==> src/acm_ram.sv <==
// Simple dual-port RAM, one write and one registered read port.
`timescale 1ns / 1ps
module acm_ram #(
  parameter int WIDTH = 9,
  parameter int DEPTH = 512
) (
  input  logic                     clk,
  input  logic                     we,
  input  logic [$clog2(DEPTH)-1:0] waddr,
  input  logic [WIDTH-1:0]         wdata,
  input  logic [$clog2(DEPTH)-1:0] raddr,
  output logic [WIDTH-1:0]         rdata
);

  logic [WIDTH-1:0] mem [DEPTH];

  always_ff @(posedge clk) begin
    if (we) begin
      mem[waddr] <= wdata;
    end
    rdata <= mem[raddr];
  end

endmodule

==> config.mk <==
export PLATFORM = sky130hd
export DESIGN_NAME = acm_ram
export DESIGN_NICKNAME = d
export VERILOG_FILES = /design/src/acm_ram.sv
export SDC_FILE = /design/constraint.sdc
export NUM_CORES = 2
export LEC_CHECK = 0
export CAP_MARGIN = 20
export CORE_MARGIN = 3
export CORE_UTILIZATION = 46
export DETAILED_ROUTE_END_ITERATION = 10
export DONT_BUFFER_PORTS = 1
export SETUP_SLACK_MARGIN = 0.15
export SYNTH_ARGS = -nofsm -noshare
export SYNTH_HDL_FRONTEND = slang
export SYNTH_MEMORY_MAX_BITS = 65536
export SYNTH_SLANG_ARGS = --single-unit
==> constraint.sdc <==
create_clock -name clk -period 3.35 [get_ports clk]
set_clock_uncertainty 0.15 [all_clocks]
set_input_delay 0.335 -clock clk [delete_from_list [all_inputs] [get_ports clk]]
set_output_delay 0.335 -clock clk [all_outputs]
set_load 0.01 [all_outputs]
**After elaboration in Yosys (flattened, before gate mapping)**

Memory sizes are Yosys's and may differ from the RTL's. A register that Yosys moved wholly into a read port is not among the register bits.
Index checks and enable logic that the tools add are counted.

- Memories: 1
- Register bits: 0
- Input bits: 29
- RAM bits: 4608
- Logic and storage cells: 3
- Output and inout port bits: 9

Memories:

| memory | depth | width | rd ports | clocked after Yosys merged registers in | wr ports | line | RTL |
|---|---|---|---|---|---|---|---|
| mem | 512 | 9 | 1 | 1 | 1 | 15 | `logic [WIDTH-1:0] mem [DEPTH];` |

- Mux-type cells: 2

Operator list:

| cell | count |
|---|---|
| 2-to-1 mux 1 bit | 2 |

**Longest topological paths before layout**

- Depth after elaboration: 2
- Depth in mapped cells: 13

**Worst setup path before layout**

Ideal clock, no wire load.

- Path kind: input -> register
- Start point: input raddr[0]
- End point: register rdata[0], read port of mem
- Library setup time: 117 ps
- Data arrival time: 2254 ps
- Stages on the path: 9
- Path slack: 829 ps
- Buffers on the path: 4
- Cells stage by stage: buf_6 buf_12 buf_12 buf_4 mux4_2 mux4_2 o21ai_1 o21ai_1 and4bb_1

RTL lines:

| what | line | RTL |
|---|---|---|
| start: declaration | 11 | `input logic [$clog2(DEPTH)-1:0] raddr,` |
| end: declaration | 12 | `output logic [WIDTH-1:0] rdata` |

==> metrics list <==
* Tcrit/Tclk final: 1.21
* Power per cell area: 576 nW/µm²
* Endpoint of the worst hold path: mem[352][7]$_DFFE_PP_
- Final Setup Violations: 9
- Maximum ir drop on the vdd rail: 0.471 mV
- Setup slack on the worst reg-to-reg path comes out at 250 ps.
- TritonCTS clock tree: yes
* Type of element launching the critical path: input port
* Routability Congestion: 0.850
- After synthesis, the largest family of logic cells by area is multiplexers.
* Initial antenna violation count: 38
* Clock slew seen by the registers of the worst setup and hold paths: 60 ps
- Across the run, the number of max-cap violations was 0.
* Reported leakage power: 68.0 nW
* Initial core utilization: 0.464
- The count of final hold-check violations was 1103.
* DRC violations left: 0
- Most common cell after layout, fill and taps aside: sky130_fd_sc_hd__edfxtp_1
- Counting both buffers and inverters, the worst setup path holds a total of 2.
* TritonCTS Sinks: 4617
* Final worst path period need: 4060 ps
- Overall power consumption after layout is estimated at 120 mW.
- Pre-CTS setup slack: -3220 ps
- In this run the critical register-to-register path is launched from mem[273][1]$_DFFE_PP_.
- In this run, CTS created clock tree buffers numbering 457.
- Maximum buffer depth of the clock tree: 4
* H-tree depth reported by CTS: 5
- The total area inside the core boundary comes to 387000 µm².
* Worst hold margin: -644 ps
* Slew at the pin closest to its max-slew limit: 2400 ps
- Drt wl/cell: 31.6 µm
* Syn nets: 8917
- Antenna-violating nets left: 0
* Number of storage elements in the synthesis netlist: 4617
- The compound-gate portion of the synthesized area is 0.0430.
- For this run, the leading register cell type out of synthesis is sky130_fd_sc_hd__edfxtp_1.
- Based on the critical path, the design can be clocked at up to 0.246 GHz.
* Worst min-delay path class: in2reg
- Synth Area in Simple Gates: 0.0234
* Async S/R FF share, synth: 0
- Mean cell area of the mapped netlist: 20.2 µm²
* Category of cells accounting for the largest share of critical-path delay: simple AND/OR/NAND/NOR gates
- Half-perimeter wire length after detailed placement: 266000 µm
* Die Y-Extent: 631 µm
- The cell count after synthesis came out at 8888.
- The mapped netlist covers 180000 µm².
- Xor-xnor portion of the synthesized cell area: 0
- Type of destination of the critical path: register
- On the worst path, the slowest cell contributes a delay of 800 ps.
* Ys Warns: 0
- Syn-to-layout area delta: 16.3%
- Share of layout cells above drive strength 1: 0.254
- Number of enable-type register cells in the synthesized netlist: 4608
- I/O pin count: 38
- Reg2Reg Capture Point: rdata[1]$_DFF_P_
* Wire length of the first global-routing pass: 695000 µm
- In the routed layout, each cell is associated on average with a via count of 6.09.
* Adder-cell share of the synthesized area: 0
- Source-to-sink clock delay at the later pin of the worst-skew pair: 1000 ps
* Maximum number of pins on one net before global-route repair: 686
- The final reports fail on negative hold slack, max-slew violations, negative setup slack.
- For this run, the detailed router's first-pass iteration total came to 6.
* Die area: 398000 µm²
- Along the worst hold path, the cell count comes to 0.
- The final layout contains 9931 nets.
- Total count of max-transition violations in the final report: 1296
- The first routing iteration left 11400 violations.
- The startpoint identified for the worst hold timing path is wdata[7].
- Clk root buf: sky130_fd_sc_hd__clkbuf_16
- Setup repair after global routing could not meet its margin everywhere.
- Fill count: 29500
* Arr. time, crit path: 4810 ps
- After floorplanning, the core was divided into 228 placement rows.
* Post-layout worst setup margin: -710 ps
* Slew Limit Headroom: -0.602
- Commonest cells after routing, fill and taps aside: sky130_fd_sc_hd__edfxtp_1 (4608), sky130_fd_sc_hd__buf_4 (972), sky130_fd_sc_hd__mux2i_1 (879), sky130_fd_sc_hd__mux4_2 (747), sky130_fd_sc_hd__nor2_1 (597)
- Run status: finished, violations left
- Number of global-route vias before repair: 93900
* Sequential element share of the synthesized area: 0.771
- Quantity of I/O buffers inserted on ports: 0
- GRT overflow: 0
- Cell with the largest stage delay on the worst path: sky130_fd_sc_hd__or2_4
- Distinct cell type count after synthesis: 51
- Of all nets on the critical path, the largest fanout is 685.
- Ordered cell list for the critical path: or2_4, buf_12, clkbuf_16, o221ai_2, a21oi_1, nor4_2, and4_4, nand4_1, and4bb_1
- Die Span X: 631 µm
- Setup CP Type: in2reg
- At the worst endpoint, the required time is 4100 ps.
- Via count: 94200
* Aggregate global-route resource usage: 0.241
- Counting cells, the worst reg-to-reg path comes to 7.
* Post-synthesis mux area share: 0.144
* Total length of routed wires: 489000 µm
-- cell families after synthesis --
kind of cell,after synthesis
muxes,1643
and+or+nand+nor,960
AOI/OAI and AO/OA,1102
buffers and inverters,566
DFF,4617
-- registers in the layout, indices dropped and copies added (netlist names) --
signal  cells
rdata       9
mem      4608
-- stage by stage --
stage,setup TNS [ps],area [µm²],utilization,hold WS (ps),std cells
2_1_floorplan,0,180000,-,284,8888
3_3_place_gp,-25180,192000,0.495,404,14500
3_5_place_dp,-26250,192000,0.496,402,14500
4_1_cts,0,208000,0.536,-653,15400
5_1_grt,-1180,209000,0.540,-708,15500
6_report,-5460,209000,0.540,-644,15500
-- layer usage --
metal,track usage,part of all wire,vias to the layer above
met1,0.344,0.40,49800
met2,0.380,0.48,4362
li1,-,-,39300
met4,0.0658,0.029,12
met3,0.0469,0.089,711
met5,0,0.00016,-
-- layout make-up --
cell class              count  area, µm²  share of cell area
repair buffers           1117      10500              0.0500
clock buffers             554      11800              0.0567
well taps                5175       6470              0.0310
multi-input cells        3705      38500               0.184
inverters                   4       23.8            0.000114
flip-flops and latches   4617     139000               0.663
diodes                     18       45.0            0.000216
clock inverters           290       3020              0.0145
-- power by group --
group / internal (mW) / switching (mW) / total (mW)
sequential: 63.7 / 0.149 / 63.8
clock: 29.3 / 21.7 / 51.0
combinational: 2.32 / 3.15 / 5.47
-- cells in the mapped netlist, types with 61 or more instances --
cell type	count	area, µm²
sky130_fd_sc_hd__a21oi_1	217	1090
sky130_fd_sc_hd__buf_4	85	638
sky130_fd_sc_hd__buf_6	61	687
sky130_fd_sc_hd__o21ai_0	128	641
sky130_fd_sc_hd__nand2_1	125	469
sky130_fd_sc_hd__nor2_1	601	2260
sky130_fd_sc_hd__clkbuf_1	243	912
sky130_fd_sc_hd__edfxtp_1	4608	138000
sky130_fd_sc_hd__buf_1	63	236
sky130_fd_sc_hd__buf_2	84	420
sky130_fd_sc_hd__nand4_1	66	413
sky130_fd_sc_hd__mux2i_1	879	8800
sky130_fd_sc_hd__o22ai_1	192	1200
sky130_fd_sc_hd__mux4_2	747	16800
sky130_fd_sc_hd__o221ai_1	425	3720
-- worst max path at each step --
stage / start / endpoint / slack [ps] / depth (start not counted)
global placement: raddr[0] / rdata[0]$_DFF_P_ / -3130 / 10
global route: raddr[1] / rdata[0]$_DFF_P_ / -230 / 11
finish: raddr[1] / rdata[1]$_DFF_P_ / -710 / 9
CTS: raddr[1] / rdata[5]$_DFF_P_ / 150 / 9
floorplan: raddr[0] / rdata[0]$_DFF_P_ / 830 / 9
detailed placement: raddr[0] / rdata[0]$_DFF_P_ / -3220 / 10
-- repair_timing --
item,in CTS,in global routing
setup buffers,2,12
gates resized for setup,43,79
hold buffers,15,12
pin swaps,15,32
endpoints found under the setup margin,9,9
gates cloned,19,9
endpoints found under the hold margin,5154,2318
No activity file was read; power rests on OpenSTA's default activity.
